`src/design/cdt_pkg.sv`:
```
// cdt_pkg: shared constants, types and constant divide and multiply helpers for the
// countdown timer with meter. No dependencies.
`default_nettype none

package cdt_pkg;

    localparam int unsigned SecW   = 13;   // seconds count
    localparam int unsigned PreW   = 8;    // prescaler
    localparam int unsigned LockW  = 8;    // lockout counter
    localparam int unsigned MinW   = 8;    // whole minutes / meter units
    localparam int unsigned DutyW  = 10;   // meter duty and full scale
    localparam int unsigned ProdW  = DutyW + MinW;
    localparam int unsigned CfgW   = 10;   // widest register
    localparam int unsigned CfgAW  = 2;
    localparam int unsigned InW    = 8;    // input tdata, byte padded
    localparam int unsigned OutW   = DutyW + SecW + 1;

    // register indexes
    localparam logic [CfgAW-1:0] REG_TICKS_PER_SECOND = 2'd0;
    localparam logic [CfgAW-1:0] REG_LOCKOUT_TICKS    = 2'd1;
    localparam logic [CfgAW-1:0] REG_METER_FULL_SCALE = 2'd2;

    // reset values
    localparam logic [PreW-1:0]  TPS_RESET    = 8'd64;
    localparam logic [LockW-1:0] LOCK_RESET   = 8'd20;
    localparam logic [DutyW-1:0] FS_RESET     = 10'd358;
    localparam logic [SecW-1:0]  SEC_RESET    = 13'd60;

    // timer constants
    localparam logic [SecW-1:0]  UP_LIMIT_S     = 13'd5400;
    localparam logic [SecW-1:0]  BIG_STEP_ABOVE = 13'd600;
    localparam logic [SecW-1:0]  FINE_BELOW     = 13'd570;
    localparam logic [SecW-1:0]  SECS_PER_MIN   = 13'd60;
    localparam logic [MinW-1:0]  STEP_SMALL     = 8'd1;
    localparam logic [MinW-1:0]  STEP_BIG       = 8'd5;
    localparam logic [SecW-1:0]  SECONDS_MAX    = 13'd8191;
    localparam logic [DutyW-1:0] DUTY_MAX       = 10'd1023;

    // stage loads for the meter pipeline
    typedef struct packed {
        logic load_a;
        logic load_b;
        logic load_o;
    } pipe_ctl_t;

    // s / 60 for any 13-bit s: reciprocal 8739 / 2^19
    function automatic logic [MinW-1:0] div60(input logic [SecW-1:0] s);
        logic [26:0] p;
        p = 27'(s) * 27'd8739;
        return p[26:19];
    endfunction

    // s / 6 for any 10-bit s: reciprocal 683 / 2^12
    function automatic logic [MinW-1:0] div6(input logic [9:0] s);
        logic [19:0] p;
        p = 20'(s) * 20'd683;
        return p[19:12];
    endfunction

    // x / 100 for x below 199728 (full scale times at most 136 units):
    // reciprocal 167773 / 2^24
    function automatic logic [11:0] div100(input logic [ProdW-1:0] x);
        logic [35:0] p;
        p = 36'(x) * 36'd167773;
        return p[35:24];
    endfunction

    // minutes * 60 as shift and subtract
    function automatic logic [SecW:0] mul60(input logic [MinW-1:0] m);
        return ({6'd0, m} << 6) - ({6'd0, m} << 2);
    endfunction

endpackage

`default_nettype wire

```
`src/design/cdt_state.sv`:
```
// cdt_state: prescaler, seconds count and button lockout, updated once per
// accepted tick. Depends on cdt_pkg.
`default_nettype none

module cdt_state
    import cdt_pkg::*;
(
    input  wire logic              clk,
    input  wire logic              rst_n,
    input  wire logic              accept,
    input  wire logic              up_pressed,
    input  wire logic              down_pressed,
    input  wire logic [PreW-1:0]   ticks_per_second,
    input  wire logic [LockW-1:0]  lockout_ticks,
    output logic      [SecW-1:0]   sec_dec,      // seconds after the tick decrement
    output logic      [MinW-1:0]   min_dec,      // sec_dec / 60
    output logic      [SecW-1:0]   sec_next      // seconds after all updates
);

    logic [SecW-1:0]  sec_reg;
    logic [PreW-1:0]  pre_reg, pre_next, pre_inc;
    logic [LockW-1:0] lock_reg, lock_next;
    logic             take_sec;
    logic [MinW-1:0]  inc;
    logic [SecW:0]    up_val, dn_val;
    logic [SecW-1:0]  step_val;

    always_comb
    begin
        pre_inc  = pre_reg + PreW'(1);
        take_sec = (pre_inc >= ticks_per_second);
        sec_dec  = (take_sec && sec_reg != '0) ? sec_reg - SecW'(1) : sec_reg;
        min_dec  = div60(sec_dec);
        inc      = (sec_dec > BIG_STEP_ABOVE) ? STEP_BIG : STEP_SMALL;
        up_val   = mul60(min_dec + inc);
        dn_val   = mul60(min_dec - inc);

        if (up_pressed)
        begin
            if (sec_dec > UP_LIMIT_S)
                step_val = sec_dec;
            else if (up_val > {1'b0, SECONDS_MAX})
                step_val = SECONDS_MAX;
            else
                step_val = up_val[SecW-1:0];
        end
        else
        begin
            if (sec_dec < SECS_PER_MIN)
                step_val = '0;
            else
                step_val = dn_val[SecW-1:0];
        end

        sec_next  = sec_dec;
        pre_next  = take_sec ? '0 : pre_inc;
        lock_next = lock_reg;
        if (lock_reg != '0)
        begin
            lock_next = lock_reg - LockW'(1);
        end
        else if (up_pressed || down_pressed)
        begin
            sec_next  = step_val;
            pre_next  = '0;
            lock_next = lockout_ticks;
        end
    end

    always_ff @(posedge clk or negedge rst_n)
    begin
        if (!rst_n)
        begin
            sec_reg  <= SEC_RESET;
            pre_reg  <= '0;
            lock_reg <= LOCK_RESET;
        end
        else if (accept)
        begin
            sec_reg  <= sec_next;
            pre_reg  <= pre_next;
            lock_reg <= lock_next;
        end
    end

endmodule

`default_nettype wire

```
`src/design/cdt_meter.sv`:
```
// cdt_meter: three-register pipeline that turns seconds into the meter duty
// and carries the seconds and expired flag alongside. Depends on cdt_pkg.
`default_nettype none

module cdt_meter
    import cdt_pkg::*;
(
    input  wire logic              clk,
    input  wire pipe_ctl_t         ctl,
    input  wire logic [SecW-1:0]   sec_dec,
    input  wire logic [MinW-1:0]   min_dec,
    input  wire logic [SecW-1:0]   sec_next,
    input  wire logic [DutyW-1:0]  meter_full_scale,
    output logic      [DutyW-1:0]  meter_duty,
    output logic      [SecW-1:0]   seconds_left,
    output logic                   expired
);

    logic [MinW-1:0]  units_a_reg;
    logic [SecW-1:0]  sec_a_reg, sec_b_reg, sec_o_reg;
    logic [ProdW-1:0] prod_b_reg;
    logic [DutyW-1:0] duty_o_reg;
    logic [MinW-1:0]  units;
    logic [11:0]      quot;
    logic [DutyW-1:0] duty;

    always_comb
    begin
        units = (sec_dec < FINE_BELOW) ? div6(sec_dec[9:0]) : min_dec;
        quot  = div100(prod_b_reg);
        duty  = (quot > 12'(DUTY_MAX)) ? DUTY_MAX : quot[DutyW-1:0];
    end

    always_ff @(posedge clk)
    begin
        if (ctl.load_a)
        begin
            units_a_reg <= units;
            sec_a_reg   <= sec_next;
        end
        if (ctl.load_b)
        begin
            prod_b_reg <= ProdW'(meter_full_scale) * ProdW'(units_a_reg);
            sec_b_reg  <= sec_a_reg;
        end
        if (ctl.load_o)
        begin
            duty_o_reg <= duty;
            sec_o_reg  <= sec_b_reg;
        end
    end

    assign meter_duty   = duty_o_reg;
    assign seconds_left = sec_o_reg;
    assign expired      = (sec_o_reg == '0);

endmodule

`default_nettype wire

```
`src/design/countdown_timer_with_meter.sv`:
```
// countdown_timer_with_meter: top level with configuration registers, stream
// handshake and pipeline valids. Depends on cdt_pkg, cdt_state, cdt_meter.
//
//  channel   dir  payload (low bit first)
//  s_axis    in   tdata[7:0]: up_pressed, down_pressed, zero pad
//  m_axis    out  tdata[23:0]: meter_duty[9:0], seconds_left[12:0], expired
//  cfg       in   cfg_we, cfg_addr[1:0], cfg_wdata[9:0]
//
// One tick is accepted per clock unless a stalled output has backed up the
// pipeline; its result passes through the meter pipeline (units, full-scale multiply, divide by 100).
// Timer state updates in the cycle the tick transfer happens.
// rst_n clears the counters to their reset values and empties the pipeline.
// Each stage holds while the one after it is full and cannot pass its result on,
// so a stalled output backs up into s_axis_tready without losing any result.
`default_nettype none

module countdown_timer_with_meter
    import cdt_pkg::*;
(
    input  wire logic              clk,
    input  wire logic              rst_n,
    input  wire logic              s_axis_tvalid,
    output logic                   s_axis_tready,
    input  wire logic [InW-1:0]    s_axis_tdata,   // up_pressed, down_pressed
    output logic                   m_axis_tvalid,
    input  wire logic              m_axis_tready,
    output logic      [OutW-1:0]   m_axis_tdata,   // meter_duty, seconds_left, expired
    input  wire logic              cfg_we,
    input  wire logic [CfgAW-1:0]  cfg_addr,
    input  wire logic [CfgW-1:0]   cfg_wdata
);

    logic [PreW-1:0]  tps_reg;
    logic [LockW-1:0] lock_cfg_reg;
    logic [DutyW-1:0] fs_reg;
    logic             va_reg, vb_reg, vo_reg;
    logic             rdy_a, rdy_b, rdy_o, accept;
    pipe_ctl_t        ctl;
    logic [SecW-1:0]  sec_dec, sec_next, seconds_left;
    logic [MinW-1:0]  min_dec;
    logic [DutyW-1:0] meter_duty;
    logic             expired;

    always_ff @(posedge clk or negedge rst_n)
    begin
        if (!rst_n)
        begin
            tps_reg      <= TPS_RESET;
            lock_cfg_reg <= LOCK_RESET;
            fs_reg       <= FS_RESET;
        end
        else if (cfg_we)
        begin
            case (cfg_addr)
                REG_TICKS_PER_SECOND: tps_reg      <= cfg_wdata[PreW-1:0];
                REG_LOCKOUT_TICKS:    lock_cfg_reg <= cfg_wdata[LockW-1:0];
                REG_METER_FULL_SCALE: fs_reg       <= cfg_wdata[DutyW-1:0];
                default:              ;
            endcase
        end
    end

    always_comb
    begin
        rdy_o      = !vo_reg || m_axis_tready;
        rdy_b      = !vb_reg || rdy_o;
        rdy_a      = !va_reg || rdy_b;
        accept     = s_axis_tvalid && rdy_a;
        ctl.load_a = accept;
        ctl.load_b = va_reg && rdy_b;
        ctl.load_o = vb_reg && rdy_o;
    end

    always_ff @(posedge clk or negedge rst_n)
    begin
        if (!rst_n)
        begin
            va_reg <= 1'b0;
            vb_reg <= 1'b0;
            vo_reg <= 1'b0;
        end
        else
        begin
            if (ctl.load_a)
                va_reg <= 1'b1;
            else if (rdy_b)
                va_reg <= 1'b0;
            if (ctl.load_b)
                vb_reg <= 1'b1;
            else if (rdy_o)
                vb_reg <= 1'b0;
            if (ctl.load_o)
                vo_reg <= 1'b1;
            else if (m_axis_tready)
                vo_reg <= 1'b0;
        end
    end

    cdt_state u_state (
        .clk              (clk),
        .rst_n            (rst_n),
        .accept           (accept),
        .up_pressed       (s_axis_tdata[0]),
        .down_pressed     (s_axis_tdata[1]),
        .ticks_per_second (tps_reg),
        .lockout_ticks    (lock_cfg_reg),
        .sec_dec          (sec_dec),
        .min_dec          (min_dec),
        .sec_next         (sec_next)
    );

    cdt_meter u_meter (
        .clk              (clk),
        .ctl              (ctl),
        .sec_dec          (sec_dec),
        .min_dec          (min_dec),
        .sec_next         (sec_next),
        .meter_full_scale (fs_reg),
        .meter_duty       (meter_duty),
        .seconds_left     (seconds_left),
        .expired          (expired)
    );

    assign s_axis_tready = rdy_a;
    assign m_axis_tvalid = vo_reg;
    assign m_axis_tdata  = {expired, seconds_left, meter_duty};

endmodule

`default_nettype wire

```
`config.mk`:
```
export PLATFORM = sky130hd
export DESIGN_NAME = countdown_timer_with_meter
export DESIGN_NICKNAME = d
export VERILOG_FILES = /design/src/design/cdt_pkg.sv /design/src/design/cdt_state.sv /design/src/design/cdt_meter.sv /design/src/design/countdown_timer_with_meter.sv
export SDC_FILE = /design/constraint.sdc
export NUM_CORES = 1
export LEC_CHECK = 0
export ABC_CLOCK_PERIOD_IN_PS = 34200
export CORE_MARGIN = 2
export CORE_UTILIZATION = 60
export CTS_BUF_LIST = sky130_fd_sc_hd__clkbuf_16
export DETAILED_ROUTE_END_ITERATION = 8
export DONT_BUFFER_PORTS = 1
export PLACE_DENSITY = 0.76
export SYNTH_ARGS = -nofsm -noshare
export SYNTH_HDL_FRONTEND = slang
export SYNTH_SLANG_ARGS = --single-unit
```
`constraint.sdc`:
```
create_clock -name clk -period 34.2 [get_ports clk]
set_input_delay 6.84 -clock clk [delete_from_list [all_inputs] [get_ports clk]]
set_output_delay 6.84 -clock clk [all_outputs]
set_load 0.05 [all_outputs]
```
==> results of run 1 <==
-- kinds of logic (layout without fill, tap and decap cells) --
group | after synthesis | in the layout
fa+ha+maj | 579 | 579
other cells | 0 | 1
mux | 25 | 25
compound gates | 313 | 313
xor+xnor | 73 | 73
flops | 133 | 133
simple gates | 399 | 399
buf+inv | 394 | 406
-- cell usage after synthesis (7+ instances only) --
library cell and instances:
a211oi_1 7, a21boi_0 7, a21o_1 15, a21oi_1 67
a22oi_1 9, a31oi_1 14, a32o_1 7, and2_1 50
and3_1 7, clkbuf_1 33, dfrtp_1 44, dfstp_2 14
edfxtp_1 75, fa_1 217, ha_1 362, inv_1 357
mux2_2 22, nand2_1 129, nand2b_1 19, nand3_1 30
nand4_1 10, nor2_1 72, nor2b_1 9, nor3_1 27
o211ai_1 17, o21a_1 13, o21ai_0 66, o22ai_1 7
or3_1 7, xnor2_1 47, xor2_1 26
-- layer usage --
layer / GRT usage [%] / part of all wire (%) / up-vias
li1: - / - / 6514
met1: 34.6 / 42 / 6821
met2: 47.5 / 49 / 472
met3: 4.25 / 5.5 / 133
met4: 11.0 / 4.0 / 0
met5: 0 / 0 / -
-- layout make-up --
class                           instances  area share, %
Clock inverter                         14          0.698
Tap cell                              402           2.48
Timing Repair Buffer                   17          0.630
Sequential cell                       133           18.4
Multi-Input combinational cell       1389           69.0
Inverter                              357           6.61
Clock buffer                           18           2.22
Antenna cell                            1         0.0124
-- per-stage QoR --
step	hold slack (ns)	util, %	worst slack [ns]	instances
2_1_floorplan	0.400	-	19.96	1916
3_3_place_gp	0.401	62.3	19.93	2298
3_5_place_dp	0.406	62.3	19.93	2298
4_1_cts	0.416	64.2	19.93	2330
5_1_grt	0.426	64.2	19.88	2330
6_report	0.416	64.2	19.93	2331
-- final timing paths --
path | startpoint | endpoint | slack, ns
min reg2reg | u_meter.sec_b_reg[4]$_DFFE_PP_ | u_meter.seconds_left[4]$_DFFE_PP_ | 0.42
min | u_meter.sec_b_reg[4]$_DFFE_PP_ | u_meter.seconds_left[4]$_DFFE_PP_ | 0.42
min in group asynchronous | rst_n | fs_reg[0]$_DFFE_PN0P_ | 6.11
max | m_axis_tready | s_axis_tready | 19.93
max in group asynchronous | rst_n | u_state.sec_reg[5]$_DFFE_PN1P_ | 27.87
max reg2reg | u_state.pre_reg[0]$_DFFE_PN0P_ | u_meter.sec_a_reg[0]$_DFFE_PP_ | 21.56
==> run_results.csv, run 1 <==
group,metric,value,unit
outcome,status,"completed",
placed_design,place_area,19700,sq um
worst_setup_path,crit_cells,2,
global_routing,antenna_found_initial,1,
final_layout,nFillCells,2492,
yosys,syn_inst,1916,
yosys,async_flop_share,43.6,%
clocking,numCtsBuffers,17,
detailed_routing,drt.antenna.violating_nets,0,
die,start_util,60.8,%
timing,tightest_slew,1.18,ns
yosys,synthTopCellsByArea,"ha_1 24%, fa_1 23%, edfxtp_1 12%, inv_1 7.0%, dfrtp_1 5.7%",
yosys,yosys.area_share.simple,10.4,%
clocking,post_cts_buffers,0,
die,ioPinCount,51,
clocking,clkSinkCount,133,
die,fp-row-count,65,
global_routing,grt_pass1_wl,72.6,mm
hold_path,min_path_cells,0,
timing,finalHoldViolCount,0,
clocking,cts_tree,"built",
worst_setup_path,worstPathRequired,27.36,ns
timing,setup_violations,0,
timing,relSlewSlack,20.6,%
yosys,synthAdderAreaFrac,46.3,%
die,core-area,31600,sq um
worst_setup_path,critical_path_arrival,7.43,ns
worst_setup_path,cp_max_fo,3,
final_layout,multi_input_area,14000,sq um
yosys,synth_mux_area_share,1.45,%
clocking,cts_root_buf,"clkbuf_16",
timing,min_period,14.27,ns
detailed_routing,viasPerCell,5.98,
timing,clock_skew,0.0200,ns
yosys,synth_flop_cell,"edfxtp_1",
yosys,synth_xor_area_share,3.33,%
clocking,postCtsHoldBufs,0,
worst_setup_path,cp_top_family,"simple AND/OR/NAND/NOR gates",
timing,fmax,70.1,MHz
detailed_routing,dr_total_vias,13900,
final_layout,area_growth,5.63,%
placed_design,io_buffers,0,
yosys,yosys.area.top_type,"ha_1",
global_routing,grt_overflow,0,
detailed_routing,drt_wl_total,43.5,mm
yosys,synth_top_area_share,23.6,%
yosys,syn_avg_cell_area,10.0,sq um
final_layout,regArea,3720,sq um
yosys,yosys_register_bits,133,
detailed_routing,post_drt_wl_per_cell,18.7,um
final_layout,drive_gt1_share,5.81,%
worst_setup_path,cp-start-kind,"input pin",
clocking,worstSkewPairLatency,0.42,ns
worst_setup_path,worstSetupPathType,"in -> out",
worst_setup_path,path_buf_inv,0,
timing,report.final.slew_viol_count,0,
die,fp.dieH,183,um
placed_design,gp_congestion,0.989,
worst_setup_path,r2r_cells,40,
clocking,clockBufferDepth,2,
yosys,synth_edf_count,75,
global_routing,first_global_vias,14600,
timing,rsz0062_at_grt,"false",
timing,period_share,41.7,%
yosys,synth-seq-area-share,19.4,%
yosys,yosys_warnings,0,
die,die-width,183,um
final_layout,nNetsFinal,2519,
global_routing,grt_max_degree,59,
detailed_routing,first_pass_iters,7,
die,fp.dieArea,33400,sq um
final_layout,final_cell_mix,"362 x ha_1, 358 x inv_1, 217 x fa_1",
worst_setup_path,slowest_delay,0.47,ns
worst_setup_path,path_cells,"nor2b_1, nand3_1",
worst_setup_path,cpMaxStageDelayCell,"nand3_1",
clocking,htreeDepth,4,
yosys,synth-compound-area-share,11.4,%
yosys,synth.distinct_cells,86,
yosys,synth_top_family_by_area,"adder cells",
yosys,synth_area,19200,sq um
job,cap_viol_max_count,0,
detailed_routing,drc,0,
final_layout,stdcell_area,20300,sq um
hold_path,hp-class,"reg -> reg",
worst_setup_path,crit_path_end_kind,"output pin",
detailed_routing,drt_iter0_drc,941,
timing,final.setup.tns,0,ns
clocking,path_clk_slew,0.06,ns
final_layout,final_common_cell,"ha_1",
yosys,synth_nets,2520,
clocking,ctsResizeCount,0,
final_layout,largest_reg_flops,18,
placed_design,dp_hpwl,35.6,mm
global_routing,track_usage,27.4,%
Power of run 1 is not shown: default switching activity piles up to over one toggle a cycle in this logic, so the estimate is an artifact.
==> inputs of run 2 (changes only) <==
--- a/config.mk
+++ b/config.mk
@@ -5,13 +5,14 @@
 export SDC_FILE = /design/constraint.sdc
 export NUM_CORES = 1
 export LEC_CHECK = 0
-export ABC_CLOCK_PERIOD_IN_PS = 34200
+export ABC_AREA = 1
+export ABC_CLOCK_PERIOD_IN_PS = 11900
 export CORE_MARGIN = 2
 export CORE_UTILIZATION = 60
 export CTS_BUF_LIST = sky130_fd_sc_hd__clkbuf_16
 export DETAILED_ROUTE_END_ITERATION = 8
 export DONT_BUFFER_PORTS = 1
-export PLACE_DENSITY = 0.76
+export PLACE_DENSITY = 0.79
 export SYNTH_ARGS = -nofsm -noshare
 export SYNTH_HDL_FRONTEND = slang
 export SYNTH_SLANG_ARGS = --single-unit
==> constraint.sdc (replaced) <==
create_clock -name clk -period 11.9 [get_ports clk]
set_input_delay 2.38 -clock clk [delete_from_list [all_inputs] [get_ports clk]]
set_output_delay 2.38 -clock clk [all_outputs]
set_load 0.05 [all_outputs]
==> run 2 against run 1 <==
  * Clock-buffer cell count is 1 lower
  * Worst setup slack worse by 19 ns
  * Clock skew is 0.0057 ns lower
  * Register-to-register slack worse by 20 ns
  * Via count is 5.9% higher
  * Sequential cell count stayed put
  * Non-clock buffer count is 10 lower
  * Critical path depth is 50 higher
  * Critical path type is now reg -> reg
  * Critical endpoint is now u_meter.sec_a_reg[4]$_DFFE_PP_
  * Largest cell class unchanged
==> run_results.csv, run 2 <==
group,metric,value,unit
worst_setup_path,slowest_delay,0.55,ns
worst_setup_path,critical_path_arrival,10.67,ns
detailed_routing,first_pass_iters,5,
timing,rsz0062_at_grt,"false",
worst_setup_path,r2r_cells,52,
yosys,yosysMostFrequentCell,"inv_1",
clocking,ctsResizeCount,0,
detailed_routing,drc,0,
detailed_routing,dr_wl_met2,23.3,mm
clocking,cts_root_buf,"clkbuf_16",
clocking,post_cts_buffers,0,
yosys,yosys.area.top_type,"ha_1",
yosys,synth_nets,2839,
die,core-area,32400,sq um
final_layout,drive_gt1_share,4.38,%
job,cap_viol_max_count,0,
clocking,numCtsBuffers,17,
detailed_routing,drt_wl_total,44.7,mm
global_routing,grt_max_degree,59,
yosys,synth.distinct_cells,61,
yosys,yosys_warnings,0,
final_layout,area_growth,5.50,%
placed_design,dp_hpwl,36.9,mm
yosys,synth_area,19600,sq um
worst_setup_path,crit_path_end_kind,"flop",
worst_setup_path,reg2reg_setup_slack,1.41,ns
placed_design,place_ws,1.50,ns
detailed_routing,post_drt_wl_per_cell,16.7,um
detailed_routing,viasPerCell,5.51,
timing,period_share,88.2,%
global_routing,grt_overflow,0,
final_layout,final_common_cell,"inv_1",
final_layout,nNetsFinal,2830,
worst_setup_path,reg2reg_to,"u_meter.sec_a_reg[4]$_DFFE_PP_",
placed_design,place_area,20100,sq um
final_layout,largest_reg_flops,18,
worst_setup_path,cpMostUsedCell,"nand2_1",
worst_setup_path,cpMaxStageDelayCell,"fa_1",
timing,setup_violations,0,
yosys,yosys_register_bits,133,
detailed_routing,dr_total_vias,14800,
die,fp-row-count,66,
timing,fmax,95.3,MHz
hold_path,hp-class,"reg -> reg",
global_routing,track_usage,27.5,%
yosys,synthTopCellsByArea,"ha_1 23%, fa_1 22%, edfxtp_1 11%, inv_1 9.8%, nand2_1 7.5%",
detailed_routing,drt.antenna.violating_nets,0,
yosys,syn_avg_cell_area,8.78,sq um
worst_setup_path,worstPathRequired,12.08,ns
worst_setup_path,worstSetupPathType,"reg -> reg",
detailed_routing,top_layer,"met4",
worst_setup_path,rr_startpoint,"u_state.pre_reg[2]$_DFFE_PN0P_",
clocking,worstSkewPairLatency,0.42,ns
hold_path,min_from,"u_meter.sec_b_reg[1]$_DFFE_PP_",
timing,tightest_slew,1.02,ns
clocking,clkSinkCount,133,
final_layout,regArea,3720,sq um
die,die-width,185,um
placed_design,gp_congestion,0.984,
global_routing,antenna_found_initial,0,
worst_setup_path,cp-start-kind,"flop",
final_layout,stdcell_area,20700,sq um
detailed_routing,drt_iter0_drc,979,
worst_setup_path,endpoint,"u_meter.sec_a_reg[4]$_DFFE_PP_",
outcome,status,"completed",
yosys,async_flop_share,43.6,%
clocking,clockBufferDepth,2,
yosys,synth_common_cells,"511 x inv_1, 390 x nand2_1, 362 x ha_1",
clocking,path_clk_slew,0.07,ns
placed_design,io_buffers,0,
die,start_util,60.6,%
detailed_routing,wl_met1,17.8,mm
detailed_routing,wl_met3,2.27,mm
die,fp.dieH,185,um
final_layout,nFillCells,2632,
yosys,synth_top_area_share,23.1,%
yosys,synth-seq-area-share,19.0,%
global_routing,first_global_vias,15300,
timing,finalHoldViolCount,0,
clocking,htreeDepth,4,
timing,report.final.slew_viol_count,0,
final_layout,final_cell_mix,"511 x inv_1, 390 x nand2_1, 362 x ha_1",
yosys,syn_inst,2235,
yosys,synth_edf_count,75,
clocking,postCtsHoldBufs,0,
final_layout,diodes,0,
final_layout,multi_input_area,13800,sq um
die,fp.dieArea,34200,sq um
timing,min_period,10.49,ns
clocking,cts_tree,"built",
worst_setup_path,startpoint,"u_state.pre_reg[2]$_DFFE_PN0P_",
worst_setup_path,cp_max_fo,9,
timing,setup_slack,1.41,ns
timing,clock_skew,0.0143,ns
timing,final.setup.tns,0,ns
die,ioPinCount,51,
yosys,synth_flop_cell,"edfxtp_1",
global_routing,grt_pass1_wl,74.1,mm
timing,relSlewSlack,32.2,%
[run 2: cells by family after synthesis]
kind of cell | Yosys count | synth area share (%)
muxes | 2 | 0.115
adders and majority gates | 579 | 45.2
and+or+nand+nor | 645 | 14.3
AOI/OAI and AO/OA | 251 | 7.34
xor gates and xnor gates | 71 | 3.49
buffers and inverters | 554 | 10.6
DFF | 133 | 19.0
[run 2: how the worst min path moves through the flow]
stage                                                    end  cells after the start
after global placement    u_meter.seconds_left[11]$_DFFE_PP_                      0
after global routing       u_meter.seconds_left[3]$_DFFE_PP_                      0
after detailed placement  u_meter.seconds_left[11]$_DFFE_PP_                      0
final                      u_meter.seconds_left[1]$_DFFE_PP_                      0
after CTS                  u_meter.seconds_left[1]$_DFFE_PP_                      0
after floorplan               u_meter.sec_b_reg[0]$_DFFE_PP_                      0
[run 2: area by class of cell]
class	instances	area share (%)
clock buffer	17	2.05
multi-input combinational	1548	66.8
sequential	133	18.0
tap	442	2.67
clock inverter	15	0.852
timing repair buffer	7	0.254
inverter	519	9.41
[run 2: stage by stage]
step	util, %	hold WS [ns]	cells
2_1_floorplan	-	0.400	2235
3_3_place_gp	62.1	0.404	2649
3_5_place_dp	62.1	0.405	2649
4_1_cts	64.0	0.421	2681
5_1_grt	64.0	0.426	2681
6_report	64.0	0.419	2681
[run 2: worst max-delay path: cells and delay by family (launching register included)]
kind	cells	cell delay (ns)
flops	1	0.38
buf+inv	8	0.92
compound gates	4	0.80
simple gates	29	4.20
fa+ha+maj	8	3.15
xor+xnor	3	0.77
[run 2: per-layer routing]
metal  global-route usage (%)  up-vias
met1                     32.5     7185
met4                     10.5        0
met5                        0        -
met3                     4.07      103
li1                         -     7081
met2                     50.3      399
Power of run 2 is left out for the same reason.
